**config.mk**
```make
export PLATFORM = sky130hd
export DESIGN_NAME = prepaid_channel_credit_meter_core
export DESIGN_NICKNAME = d
export VERILOG_FILES = /design/src/hw/rtl/pccm_pkg.sv /design/src/hw/rtl/pccm_divider.sv /design/src/hw/rtl/prepaid_channel_credit_meter_core.sv
export SDC_FILE = /design/constraint.sdc
export NUM_CORES = 1
export LEC_CHECK = 0
export ABC_CLOCK_PERIOD_IN_PS = 6900
export BUFFER_PORTS_ARGS = -buffer_cell sky130_fd_sc_hd__buf_2
export CAP_MARGIN = 15
export CORE_MARGIN = 4
export CORE_UTILIZATION = 25
export DETAILED_ROUTE_END_ITERATION = 8
export HOLD_SLACK_MARGIN = 0.03
export PLACE_DENSITY_LB_ADDON = 0.2
export SKIP_CTS_REPAIR_TIMING = 1
export SKIP_LAST_GASP = 1
export SLEW_MARGIN = 20
export SYNTH_ARGS = -nofsm -noshare
export SYNTH_HDL_FRONTEND = slang
export SYNTH_HIERARCHICAL = 1
export SYNTH_SLANG_ARGS = --single-unit
```
**constraint.sdc**
```tcl
create_clock -name clk -period 6.9 [get_ports clk]
set_clock_uncertainty 0.2 [all_clocks]
set_input_delay 1.38 -clock clk [delete_from_list [all_inputs] [get_ports clk]]
set_output_delay 1.38 -clock clk [all_outputs]
set_load 0.1 [all_outputs]
```
**src/hw/rtl/pccm_pkg.sv**
```systemverilog
// ============================================================================
// pccm_pkg: shared definitions for the prepaid channel credit meter
// Field widths, billing constants, register indexes and divider sizing.
// ============================================================================
package pccm_pkg;

  // Default number of metered channels.
  localparam int unsigned CHANNELS_DEF = 10;

  // Field widths.
  localparam int unsigned CHANNEL_W = 4;
  localparam int unsigned MINUTES_W = 10;
  localparam int unsigned CURRENT_W = 12;
  localparam int unsigned CREDIT_W  = 14;
  localparam int unsigned MULT_W    = 5;
  localparam int unsigned DEDUCT_W  = 8;

  // Divider sizing: ten times a current sample over a base current.
  localparam int unsigned DIVIDEND_W = 16;
  localparam int unsigned DIVISOR_W  = CURRENT_W;

  // Configuration port.
  localparam int unsigned PADDR_W = 4;
  localparam int unsigned PDATA_W = 32;

  // Register indexes (word address bits of paddr).
  localparam logic [1:0] REG_POWER_MODE  = 2'd0;
  localparam logic [1:0] REG_BASE_CURRENT = 2'd1;
  localparam logic [1:0] REG_OC_MULTIPLE = 2'd2;

  // Request codes.
  localparam logic REQ_ADD  = 1'b0;
  localparam logic REQ_TICK = 1'b1;

  // Billing constants.
  localparam logic [CREDIT_W-1:0]  CREDIT_MAX    = 14'd9999;
  localparam logic [DEDUCT_W-1:0]  PLAIN_RATE    = 8'd10;
  localparam logic [DEDUCT_W-1:0]  DEDUCT_MAX    = 8'd255;
  localparam logic                 POWER_MODE_ON = 1'b1;

  // Register reset values.
  localparam logic                 POWER_MODE_RST = 1'b0;
  localparam logic [CURRENT_W-1:0] BASE_RST       = 12'd100;
  localparam logic [MULT_W-1:0]    MULT_RST       = 5'd3;

endpackage

```
**src/hw/rtl/pccm_divider.sv**
```systemverilog
// ============================================================================
// pccm_divider: serial restoring divider
// Produces one quotient bit per cycle; a done pulse follows the last step.
// ============================================================================
module pccm_divider (
  input  logic                              clk,
  input  logic                              rst_n,
  input  logic                              start,
  input  logic [pccm_pkg::DIVIDEND_W-1:0]   dividend,
  input  logic [pccm_pkg::DIVISOR_W-1:0]    divisor,
  output logic                              done,
  output logic [pccm_pkg::DIVIDEND_W-1:0]   quotient
);

  localparam int unsigned DD_W  = pccm_pkg::DIVIDEND_W;
  localparam int unsigned DS_W  = pccm_pkg::DIVISOR_W;
  localparam int unsigned CNT_W = $clog2(DD_W);
  localparam logic [CNT_W-1:0] LAST_STEP = CNT_W'(DD_W - 1);

  logic             busy_r, busy_nxt;
  logic             done_r, done_nxt;
  logic [CNT_W-1:0] cnt_r, cnt_nxt;
  logic [DS_W-1:0]  rem_r, rem_nxt;
  logic [DS_W-1:0]  dsr_r, dsr_nxt;
  logic [DD_W-1:0]  quo_r, quo_nxt;

  logic [DS_W:0]    trial;
  logic [DS_W:0]    diff;
  logic             fits;

  // One step: shift the next dividend bit into the partial remainder and
  // subtract the divisor when it fits.
  assign trial = {rem_r, quo_r[DD_W-1]};
  assign diff  = trial - {1'b0, dsr_r};
  assign fits  = trial >= {1'b0, dsr_r};

  always_comb begin
    busy_nxt = busy_r;
    done_nxt = 1'b0;
    cnt_nxt  = cnt_r;
    rem_nxt  = rem_r;
    dsr_nxt  = dsr_r;
    quo_nxt  = quo_r;
    if (start) begin
      busy_nxt = 1'b1;
      cnt_nxt  = '0;
      rem_nxt  = '0;
      dsr_nxt  = divisor;
      quo_nxt  = dividend;
    end else if (busy_r) begin
      rem_nxt = fits ? diff[DS_W-1:0] : trial[DS_W-1:0];
      quo_nxt = {quo_r[DD_W-2:0], fits};
      cnt_nxt = cnt_r + CNT_W'(1);
      if (cnt_r == LAST_STEP) begin
        busy_nxt = 1'b0;
        done_nxt = 1'b1;
      end
    end
  end

  always_ff @(posedge clk) begin
    if (!rst_n) begin
      busy_r <= 1'b0;
      done_r <= 1'b0;
      cnt_r  <= '0;
    end else begin
      busy_r <= busy_nxt;
      done_r <= done_nxt;
      cnt_r  <= cnt_nxt;
    end
    rem_r <= rem_nxt;
    dsr_r <= dsr_nxt;
    quo_r <= quo_nxt;
  end

  assign done     = done_r;
  assign quotient = quo_r;

endmodule

```
**src/hw/rtl/prepaid_channel_credit_meter_core.sv**
```systemverilog
// ============================================================================
// prepaid_channel_credit_meter_core: per-channel prepaid credit metering
// Adds bought minutes and bills one-minute ticks against a credit store.
// ============================================================================
//
//  Channel   Direction  Handshake            Word carried
//  --------  ---------  -------------------  -----------------------------------
//  in_*      input      in_valid / in_ready  event: type, channel, minutes, ...
//  out_*     output     out_valid/out_ready  channel, credit, save request
//  config    input      psel/penable/pready  power mode, base current, multiple
//
//  An add event or a plain tick passes ST_LOAD, ST_APPLY and ST_FINISH, which
//  registers its result, and frees in_ready for a new word back in ST_IDLE; a
//  current-multiple tick also runs the 16-step serial divider in ST_DIV.
//  One word is in flight; a result stalled by out_ready blocks only the
//  finish of the next word, which then waits in the sequencer.
//  rst_n is synchronous and clears the credit store and configuration.
//
module prepaid_channel_credit_meter_core #(
  parameter int unsigned CHANNELS = pccm_pkg::CHANNELS_DEF
) (
  input  logic                             clk,
  input  logic                             rst_n,
  // Event input
  input  logic                             in_valid,
  output logic                             in_ready,
  input  logic                             in_req_type,
  input  logic [pccm_pkg::CHANNEL_W-1:0]   in_channel,
  input  logic [pccm_pkg::MINUTES_W-1:0]   in_add_minutes,
  input  logic [pccm_pkg::CURRENT_W-1:0]   in_current_sample,
  input  logic                             in_fuse_ok,
  input  logic                             in_over_current,
  // Result output
  output logic                             out_valid,
  input  logic                             out_ready,
  output logic [pccm_pkg::CHANNEL_W-1:0]   out_result_channel,
  output logic [pccm_pkg::CREDIT_W-1:0]    out_credit_tenths,
  output logic                             out_save_request,
  // Configuration port
  input  logic                             psel,
  input  logic                             penable,
  input  logic                             pwrite,
  input  logic [pccm_pkg::PADDR_W-1:0]     paddr,
  input  logic [pccm_pkg::PDATA_W-1:0]     pwdata,
  output logic [pccm_pkg::PDATA_W-1:0]     prdata,
  output logic                             pready
);

  localparam int unsigned CH_W   = pccm_pkg::CHANNEL_W;
  localparam int unsigned CR_W   = pccm_pkg::CREDIT_W;
  localparam int unsigned CU_W   = pccm_pkg::CURRENT_W;
  localparam int unsigned MN_W   = pccm_pkg::MINUTES_W;
  localparam int unsigned MU_W   = pccm_pkg::MULT_W;
  localparam int unsigned DE_W   = pccm_pkg::DEDUCT_W;
  localparam int unsigned DD_W   = pccm_pkg::DIVIDEND_W;
  localparam int unsigned DW     = pccm_pkg::PDATA_W;
  localparam int unsigned IDX_W  = (CHANNELS > 1) ? $clog2(CHANNELS) : 1;
  localparam int unsigned CHK_W  = CH_W + 1;
  localparam logic [CHK_W-1:0] CH_LIMIT = CHK_W'(CHANNELS);

  typedef enum logic [2:0] {
    ST_IDLE,
    ST_LOAD,
    ST_DIV,
    ST_APPLY,
    ST_FINISH
  } state_t;

  state_t            state_r, state_nxt;

  // Event word held for the duration of the item.
  logic              req_r, req_nxt;
  logic [CH_W-1:0]   ch_r, ch_nxt;
  logic [MN_W-1:0]   mins_r, mins_nxt;
  logic [CU_W-1:0]   cur_r, cur_nxt;
  logic              fuse_r, fuse_nxt;
  logic              oc_r, oc_nxt;

  // Working values.
  logic [CR_W-1:0]   credit_r, credit_nxt;
  logic [DE_W-1:0]   ded_r, ded_nxt;
  logic [CR_W-1:0]   res_credit_r, res_credit_nxt;
  logic              res_save_r, res_save_nxt;

  // Output register.
  logic              out_valid_r, out_valid_nxt;
  logic [CH_W-1:0]   out_ch_r, out_ch_nxt;
  logic [CR_W-1:0]   out_credit_r, out_credit_nxt;
  logic              out_save_r, out_save_nxt;

  // Configuration registers.
  logic              power_mode_r;
  logic [CU_W-1:0]   base_r;
  logic [MU_W-1:0]   mult_r;

  // Credit store, one entry per channel.
  logic [CR_W-1:0]   store_r [CHANNELS];
  logic              store_we;

  logic              ch_ok;
  logic [IDX_W-1:0]  ch_idx;
  logic [DD_W-1:0]   cur_x10;
  logic [CR_W-1:0]   mins_x10;
  logic [CR_W:0]     add_sum;
  logic [MU_W+3:0]   oc_x10;
  logic              cur_above;
  logic              use_div;
  logic [DE_W-1:0]   ded_sel;
  logic              div_start;
  logic              div_done;
  logic [DD_W-1:0]   div_quo;
  logic              cfg_we;

  // Channels at or beyond CHANNELS leave the store untouched and report zero.
  assign ch_ok  = {1'b0, ch_r} < CH_LIMIT;
  assign ch_idx = ch_r[IDX_W-1:0];

  // Multiplications by ten as shift-and-add.
  assign cur_x10  = (DD_W'(cur_r) << 3) + (DD_W'(cur_r) << 1);
  assign mins_x10 = (CR_W'(mins_r) << 3) + (CR_W'(mins_r) << 1);
  assign oc_x10   = ((MU_W+4)'(mult_r) << 3) + ((MU_W+4)'(mult_r) << 1);
  assign add_sum  = {1'b0, credit_r} + {1'b0, mins_x10};

  assign cur_above = cur_r > base_r;

  // The divider is needed only for an in-range current multiple with a
  // nonzero base; a zero base charges the maximum deduction instead.
  assign use_div = (req_r == pccm_pkg::REQ_TICK) &&
                   (power_mode_r == pccm_pkg::POWER_MODE_ON) &&
                   !oc_r && fuse_r && cur_above && (base_r != '0);

  always_comb begin
    if (power_mode_r != pccm_pkg::POWER_MODE_ON) begin
      ded_sel = pccm_pkg::PLAIN_RATE;
    end else if (oc_r) begin
      ded_sel = (oc_x10 > (MU_W+4)'(pccm_pkg::DEDUCT_MAX)) ?
                pccm_pkg::DEDUCT_MAX : oc_x10[DE_W-1:0];
    end else if (fuse_r && cur_above) begin
      ded_sel = pccm_pkg::DEDUCT_MAX;
    end else begin
      ded_sel = pccm_pkg::PLAIN_RATE;
    end
  end

  pccm_divider u_divider (
    .clk      (clk),
    .rst_n    (rst_n),
    .start    (div_start),
    .dividend (cur_x10),
    .divisor  (base_r),
    .done     (div_done),
    .quotient (div_quo)
  );

  // Sequencer: accept, read the store and pick the deduction, optionally
  // run the divider, apply the event, then hand the result to the output
  // register and write the store back.
  always_comb begin
    state_nxt      = state_r;
    req_nxt        = req_r;
    ch_nxt         = ch_r;
    mins_nxt       = mins_r;
    cur_nxt        = cur_r;
    fuse_nxt       = fuse_r;
    oc_nxt         = oc_r;
    credit_nxt     = credit_r;
    ded_nxt        = ded_r;
    res_credit_nxt = res_credit_r;
    res_save_nxt   = res_save_r;
    out_valid_nxt  = out_valid_r;
    out_ch_nxt     = out_ch_r;
    out_credit_nxt = out_credit_r;
    out_save_nxt   = out_save_r;
    div_start      = 1'b0;
    store_we       = 1'b0;

    if (out_valid_r && out_ready) begin
      out_valid_nxt = 1'b0;
    end

    case (state_r)
      ST_IDLE: begin
        if (in_valid) begin
          req_nxt   = in_req_type;
          ch_nxt    = in_channel;
          mins_nxt  = in_add_minutes;
          cur_nxt   = in_current_sample;
          fuse_nxt  = in_fuse_ok;
          oc_nxt    = in_over_current;
          state_nxt = ST_LOAD;
        end
      end
      ST_LOAD: begin
        credit_nxt = ch_ok ? store_r[ch_idx] : '0;
        ded_nxt    = ded_sel;
        if (use_div) begin
          div_start = 1'b1;
          state_nxt = ST_DIV;
        end else begin
          state_nxt = ST_APPLY;
        end
      end
      ST_DIV: begin
        if (div_done) begin
          ded_nxt   = (div_quo[DD_W-1:DE_W] != '0) ? pccm_pkg::DEDUCT_MAX :
                      div_quo[DE_W-1:0];
          state_nxt = ST_APPLY;
        end
      end
      ST_APPLY: begin
        if (!ch_ok) begin
          res_credit_nxt = '0;
          res_save_nxt   = 1'b0;
        end else if (req_r == pccm_pkg::REQ_ADD) begin
          res_credit_nxt = (add_sum > {1'b0, pccm_pkg::CREDIT_MAX}) ?
                           pccm_pkg::CREDIT_MAX : add_sum[CR_W-1:0];
          res_save_nxt   = 1'b1;
        end else if (credit_r > CR_W'(ded_r)) begin
          res_credit_nxt = credit_r - CR_W'(ded_r);
          res_save_nxt   = 1'b0;
        end else begin
          // Credit used up: a nonzero balance is cleared and must be saved.
          res_credit_nxt = '0;
          res_save_nxt   = (credit_r != '0);
        end
        state_nxt = ST_FINISH;
      end
      ST_FINISH: begin
        if (!out_valid_r || out_ready) begin
          out_valid_nxt  = 1'b1;
          out_ch_nxt     = ch_r;
          out_credit_nxt = res_credit_r;
          out_save_nxt   = res_save_r;
          store_we       = ch_ok;
          state_nxt      = ST_IDLE;
        end
      end
      default: begin
        state_nxt = ST_IDLE;
      end
    endcase
  end

  always_ff @(posedge clk) begin
    if (!rst_n) begin
      state_r     <= ST_IDLE;
      out_valid_r <= 1'b0;
    end else begin
      state_r     <= state_nxt;
      out_valid_r <= out_valid_nxt;
    end
    req_r        <= req_nxt;
    ch_r         <= ch_nxt;
    mins_r       <= mins_nxt;
    cur_r        <= cur_nxt;
    fuse_r       <= fuse_nxt;
    oc_r         <= oc_nxt;
    credit_r     <= credit_nxt;
    ded_r        <= ded_nxt;
    res_credit_r <= res_credit_nxt;
    res_save_r   <= res_save_nxt;
    out_ch_r     <= out_ch_nxt;
    out_credit_r <= out_credit_nxt;
    out_save_r   <= out_save_nxt;
  end

  // The store starts at zero credit for every channel.
  always_ff @(posedge clk) begin
    if (!rst_n) begin
      for (int i = 0; i < int'(CHANNELS); i++) begin
        store_r[i] <= '0;
      end
    end else if (store_we) begin
      store_r[ch_idx] <= res_credit_r;
    end
  end

  // Configuration registers; writes to an unused index are dropped.
  assign pready = 1'b1;
  assign cfg_we = psel && penable && pwrite && pready;

  always_ff @(posedge clk) begin
    if (!rst_n) begin
      power_mode_r <= pccm_pkg::POWER_MODE_RST;
      base_r       <= pccm_pkg::BASE_RST;
      mult_r       <= pccm_pkg::MULT_RST;
    end else if (cfg_we) begin
      case (paddr[3:2])
        pccm_pkg::REG_POWER_MODE:   power_mode_r <= pwdata[0];
        pccm_pkg::REG_BASE_CURRENT: base_r       <= pwdata[CU_W-1:0];
        pccm_pkg::REG_OC_MULTIPLE:  mult_r       <= pwdata[MU_W-1:0];
        default: ;
      endcase
    end
  end

  always_comb begin
    case (paddr[3:2])
      pccm_pkg::REG_POWER_MODE:   prdata = DW'(power_mode_r);
      pccm_pkg::REG_BASE_CURRENT: prdata = DW'(base_r);
      pccm_pkg::REG_OC_MULTIPLE:  prdata = DW'(mult_r);
      default:                    prdata = '0;
    endcase
  end

  assign in_ready           = (state_r == ST_IDLE);
  assign out_valid          = out_valid_r;
  assign out_result_channel = out_ch_r;
  assign out_credit_tenths  = out_credit_r;
  assign out_save_request   = out_save_r;

endmodule

```
==> results of run 1 <==
## registers in the layout, indices dropped and copies added (netlist names), 3 cells and up
name,cells
store_r,140
u_divider/quotient,16
credit_r,14
out_credit_tenths,14
res_credit_r,14
base_r,12
cur_r,12
u_divider/dsr_r,12
u_divider/rem_r,12
mins_r,10
ded_r,8
mult_r,5
ch_idx,4
out_result_channel,4
u_divider/cnt_r,4
state_r,3
## stage by stage
stage / std cells / util, % / hold slack (ns) / setup WS [ns]
6_report: 2123 / 29.2 / 0.235 / 2.32
5_1_grt: 2123 / 29.2 / 0.260 / 2.18
4_1_cts: 2123 / 29.2 / 0.239 / 2.29
3_5_place_dp: 2063 / 27.4 / 0.214 / 2.23
3_3_place_gp: 2063 / 27.4 / 0.208 / 2.25
2_1_floorplan: 1263 / - / 0.200 / 1.73
## cell usage after synthesis, types with 8 or more instances
cell | count | area [µm²]
and2_1 | 41 | 257
a21o_1 | 19 | 143
inv_1 | 75 | 282
xnor2_1 | 27 | 236
o21ai_0 | 16 | 80.1
buf_2 | 9 | 45.0
nor4_1 | 9 | 56.3
nor2b_1 | 20 | 125
mux4_2 | 28 | 631
nor3_1 | 15 | 75.1
a21oi_1 | 37 | 185
buf_4 | 22 | 165
fa_1 | 13 | 260
nand2b_1 | 8 | 50.1
nand2_1 | 89 | 334
xor2_1 | 14 | 123
a311oi_1 | 9 | 78.8
nor2_1 | 151 | 567
o21ai_1 | 11 | 55.1
mux2i_1 | 38 | 380
o21a_1 | 10 | 75.1
o22ai_1 | 25 | 156
edfxtp_1 | 253 | 7600
ha_1 | 62 | 776
o21bai_1 | 8 | 60.1
nand3_1 | 12 | 60.1
nor3b_1 | 9 | 67.6
dfxtp_1 | 40 | 801
a21boi_0 | 12 | 90.1
mux2_2 | 16 | 180
clkbuf_1 | 34 | 128
nand4_1 | 11 | 68.8
## layer usage
layer  part of all wire [%]  vias to the layer above
met1                     49                     4790
met5                      0                        -
met2                     44                      210
met4                    2.7                        0
li1                       -                     4692
met3                    4.1                       64
## logic make-up (layout without fill, tap and decap cells)
| logic type | count (synthesis) | in the layout | synth area share [%] |
|---|---|---|---|
| compound gates | 205 | 205 | 9.64 |
| xor+xnor | 41 | 41 | 2.39 |
| fa+ha+maj | 75 | 75 | 6.89 |
| buf+inv | 145 | 232 | 4.39 |
| flops | 293 | 293 | 55.8 |
| mux | 82 | 82 | 7.92 |
| other cells | 2 | 22 | 0.0499 |
| simple gates | 400 | 400 | 12.9 |
## critical path: stages
cell     delay (ns)
buf_2          0.13
nor2b_1        0.75
a22o_1         0.30
buf_2          0.43
## final cells by class
cell class              count  area, µm²
clock buffers              39        901
clock inverters            21        138
fillers                  6130      42000
inverters                  76        285
multi-input cells         825       6080
flip-flops and latches    293       8400
well taps                 773        967
repair buffers             96        515
## where the power goes
group	switching, mW	internal [mW]
logic	0.639	0.383
clock network	0.739	0.977
registers	0.0844	2.04
## worst min path at each step
stage	from	to	slack [ns]	cells past startpoint
after floorplan	res_save_r	out_save_request	0.20	0
after global placement	res_save_r	out_save_request	0.21	0
after detailed placement	res_save_r	out_save_request	0.21	0
after CTS	res_save_r	out_save_request	0.24	0
after global routing	res_save_r	out_save_request	0.26	0
final	res_save_r	out_save_request	0.24	0
==> results.toml, run 1 <==
[global_route]
overflow = 0
grt_pass1_vias = 9812
grt_antenna_before_repair = 1
met2_usage_pct = 18.4
grt.met3_usage_pct = 2.26
top_usage_layer = "met2"
grt_use_met1_pct = 18.0
grt_pass1_wl_um = 60000
grt_start_max_net_pins = 48
grt_usage_pct = 12.3

[power]
vdd_drop_max_mv = 0.127
power_mw = 4.86
p_per_area_mw_per_mm2 = 281
power_leakage_nw = 6.46

[route]
dr_total_vias = 9756
viasPerCell = 4.60
drc = 0
wl_um = 39500
drt_iter0_drc = 674
wl_per_cell_um = 18.6
detail-route-antenna-nets = 0
dr.pass1.iters = 5

[worst_setup_path]
startpoint_type = "primary input"
cp.required_ns = 5.32
endpoint_kind = "primary output"
timing_worst_setup_path_type = "primary input to primary output"
arrival_ns = 3.00
reg2reg_setup_slack_ns = 2.88
critPathCapture = "prdata[2]"
reg2reg_depth = 12
r2r-end = "res_credit_r[5]"
startpoint = "paddr[2]"
reg2reg_from = "credit_r[3]"
cp_max_fo = 13

[sta]
slew-limit-headroom_pct = 37.4
grt_setup_unrepaired = "no"
fin_crit_ns = 4.58
fmax_mhz = 219
drv_slew = 0
tns_ns = 0
worstMarginPinSlew_ns = 0.938
period_share_pct = 66.3
hold_viol = 0
finalSetupViolations = 0

[yosys]
ys_seq_area_share_pct = 55.8
synthesis.area_mm2 = 0.0150
syn_inst = 1243
ys_ff_latch = 293
yosysUniqueCellTypes = 80
ys_warn_count = 6
async_flop_share_pct = 0
synth_edf_count = 253
avgSynthCellArea_um2 = 12.1
ys.flop_type = "edfxtp_1"

[clock_network]
htree_levels = 2
cts-buffers-inserted = 35
cts.clk_slew.worst_paths_ns = 0.06
cts.sinks = 293
cts_buffer_depth = 3
cts_tree = "yes"
root_buffer = "clkbuf_16"
worstSkewPairLatency_ns = 0.54

[floorplanning]
io_pins = 126
die_w_um = 253
core-area_mm2 = 0.0592
die_height_um = 253
rows = 89
die_area_mm2 = 0.0642
start_util_pct = 25.4

[final_layout]
design_area_mm2 = 0.0173
final_cell_mix = "253 x edfxtp_1, 151 x nor2_1, 89 x nand2_1, 82 x buf_2, 75 x inv_1"
nNetsFinal = 1474
drive_above_1_share_pct = 16.1
antenna_cells = 0
area_growth_pct = 14.9
final_common_cell = "edfxtp_1"

[place]
dpl.hpwl_um = 28100
io_buffers = 82
finalWeightedCongestion = 0.785
placed_area_mm2 = 0.0162

[hold_path]
hold_class = "register to register"

[job]
drv_cap = 0

[outcome]
outcome = "finished clean"
(Power assumes the default switching activity.)
==> run 2: changes to the inputs <==
--- a/config.mk
+++ b/config.mk
@@ -5,7 +5,8 @@
 export SDC_FILE = /design/constraint.sdc
 export NUM_CORES = 1
 export LEC_CHECK = 0
-export ABC_CLOCK_PERIOD_IN_PS = 6900
+export ABC_AREA = 1
+export ABC_CLOCK_PERIOD_IN_PS = 3800
 export BUFFER_PORTS_ARGS = -buffer_cell sky130_fd_sc_hd__buf_2
 export CAP_MARGIN = 15
 export CORE_MARGIN = 4
==> constraint.sdc (replaced) <==
create_clock -name clk -period 3.8 [get_ports clk]
set_clock_uncertainty 0.2 [all_clocks]
set_input_delay 0.76 -clock clk [delete_from_list [all_inputs] [get_ports clk]]
set_output_delay 0.76 -clock clk [all_outputs]
set_load 0.1 [all_outputs]
==> results.toml, run 2 <==
[route]
viasPerCell = 4.35
highest_layer = "met5"
wl_met3_um = 1660
dr_total_vias = 11400
detail-route-antenna-nets = 0
dr.pass1.iters = 5
dr_wl_met2_um = 20000
drt-met1-wl_um = 19500
wl_um = 42400
drt_iter0_drc = 724
wl_per_cell_um = 16.2
drc = 0

[yosys]
synth_commonest_cells = "324 x nand2_1, 258 x nor2_1, 253 x edfxtp_1, 189 x inv_1, 93 x o21ai_0"
yosysUniqueCellTypes = 53
yosys.area.top_type_share_pct = 48.9
synth_top_cell_by_area = "edfxtp_1"
avgSynthCellArea_um2 = 9.32
synth.top_cells.by_area = "edfxtp_1 49%, nand2_1 7.8%, nor2_1 6.2%, dfxtp_1 5.2%, ha_1 5.0%"
ys_seq_area_share_pct = 54.1
ys_ff_latch = 293
ys.flop_type = "edfxtp_1"
syn_inst = 1667
yosysMostFrequentCell = "nand2_1"
ys_warn_count = 6
synth_edf_count = 253
synthesis.area_mm2 = 0.0155
async_flop_share_pct = 0

[hold_path]
holdPathEnd = "mins_r[8]"
min_from = "in_add_minutes[8]"
hold_class = "primary input to register"
holdPathStages = 1

[sta]
slew-limit-headroom_pct = 34.3
fin_crit_ns = 3.45
worstMarginPinSlew_ns = 0.982
grt_setup_unrepaired = "no"
drv_slew = 0
finalSetupViolations = 0
hold_viol = 0
fmax_mhz = 290
period_share_pct = 90.8
tns_ns = 0

[global_route]
grt_pass1_wl_um = 67100
grt_usage_pct = 12.8
grt_antenna_before_repair = 2
overflow = 0
grt_pass1_vias = 11600
grt_start_max_net_pins = 46

[final_layout]
largest_reg_flops = 140
nNetsFinal = 1909
n_fill_cell = 6463
final_cell_mix = "324 x nand2_1, 255 x nor2_1, 253 x edfxtp_1, 188 x inv_1, 92 x o21ai_0"
area_growth_pct = 15.6
drive_above_1_share_pct = 13.3
design_area_mm2 = 0.0180
final_common_cell = "nand2_1"
final_cells = 2624
largest_register = "store_r"
antenna_cells = 0

[power]
p_per_area_mw_per_mm2 = 486
power_mw = 8.72
comb_power_share_pct = 20.3
switching_share_pct = 30.8
power_leakage_nw = 7.29
seqPwrFrac_pct = 43.4
clockPowerShare_pct = 36.3
vdd_drop_max_mv = 0.242
p_int_mw = 6.03
p_switching_mw = 2.68

[clock_network]
cts_tree = "yes"
cts_buffer_depth = 3
htree_levels = 2
worstSkewPairLatency_ns = 0.53
cts.clk_slew.worst_paths_ns = 0.06
cts-buffers-inserted = 34
root_buffer = "clkbuf_16"
cts.sinks = 293

[outcome]
outcome = "finished clean"

[worst_setup_path]
r2r-end = "u_divider/cnt_r[2]"
startpoint_type = "register"
cp.required_ns = 4.00
reg2reg_setup_slack_ns = 0.35
endpoint_kind = "register"
reg2reg_from = "cur_r[11]"
arrival_ns = 3.65
cp_max_fo = 31
timing_worst_setup_path_type = "register to register"
reg2reg_depth = 12

[floorplanning]
die_height_um = 257
rows = 91
start_util_pct = 25.2
io_pins = 126
core-area_mm2 = 0.0616
die_area_mm2 = 0.0662
die_w_um = 257

[place]
placed_area_mm2 = 0.0169
dp_cells = 2563
io_buffers = 82
finalWeightedCongestion = 0.817
dpl.hpwl_um = 31300

[job]
drv_cap = 0
[run 2: changes by cell type in the layout (fill, tap and decap cells not counted), sizes merged, moves of 20 or more]
cell   change
nand3     +72
nor2b     -20
xnor2     -22
nand2    +240
mux2i     -32
and2      -41
nor2     +135
mux4      -28
inv      +133
a21oi     +33
o21ai     +66
[run 2: cells by family after synthesis]
family | count (synthesis) | share of synthesized area [%]
AOI/OAI and AO/OA | 230 | 8.58
xor gates and xnor gates | 24 | 1.35
adders and majority gates | 75 | 6.67
buffers and inverters | 279 | 7.69
DFF | 293 | 54.1
muxes | 6 | 0.387
other | 2 | 0.0484
and+or+nand+nor | 758 | 21.2
[run 2: area by class of cell]
type	instances	area (µm²)	share of cell area, %
clock buffer	46	937	5.22
multi-input combinational	1115	6030	33.6
inverter	206	776	4.32
sequential	293	8400	46.8
clock inverter	15	124	0.690
timing repair buffer	112	636	3.54
tap	837	1050	5.83
[run 2: power groups by stage]
stage	sequential [mW]	clock, mW	combinational (mW)
after floorplan	3.82	0	1.35
after global placement	3.85	0	1.77
after detailed placement	3.85	0	1.78
after CTS	3.78	3.29	1.79
after global routing	3.80	3.42	2.01
final	3.78	3.17	1.77
[run 2: per-stage QoR]
| stage | hold WS (ns) | setup WS (ns) | util, % |
|---|---|---|---|
| global route | 0.187 | 0.0528 | 29.1 |
| detailed placement | 0.241 | 0.318 | 27.4 |
| floorplan | 0.200 | 0.195 | - |
| CTS | 0.179 | 0.306 | 29.1 |
| finish | 0.211 | 0.349 | 29.1 |
| global placement | 0.236 | 0.345 | 27.4 |
[run 2: worst max path at each step]
stage                   start                  to  slack [ns]  cells past startpoint
global placement    cur_r[11]  u_divider/cnt_r[2]        0.35                     12
global route        cur_r[11]  u_divider/cnt_r[0]        0.05                     12
CTS                 cur_r[11]  u_divider/cnt_r[2]        0.31                     12
floorplan            paddr[2]           prdata[1]        0.19                      5
detailed placement  cur_r[11]  u_divider/cnt_r[2]        0.32                     12
finish              cur_r[11]  u_divider/cnt_r[2]        0.35                     12
[run 2: worst max-delay path: stages (launching register included)]
cell and delay, ns:
edfxtp_1 0.49, ha_1 0.38, nand4_1 0.13, nor2_1 0.16, nand2_1 0.07, nand3_1 0.06
and3_1 0.25, nand3_1 0.16, nor2_2 0.14, buf_4 0.35, clkinv_1 0.51, nand2_1 0.35
nor3b_1 0.09
[run 2: routing by layer]
metal	global-route usage, %	vias up
met2	21.4	197
met5	0	-
met4	4.05	2
li1	-	5749
met3	1.80	66
met1	17.1	5413
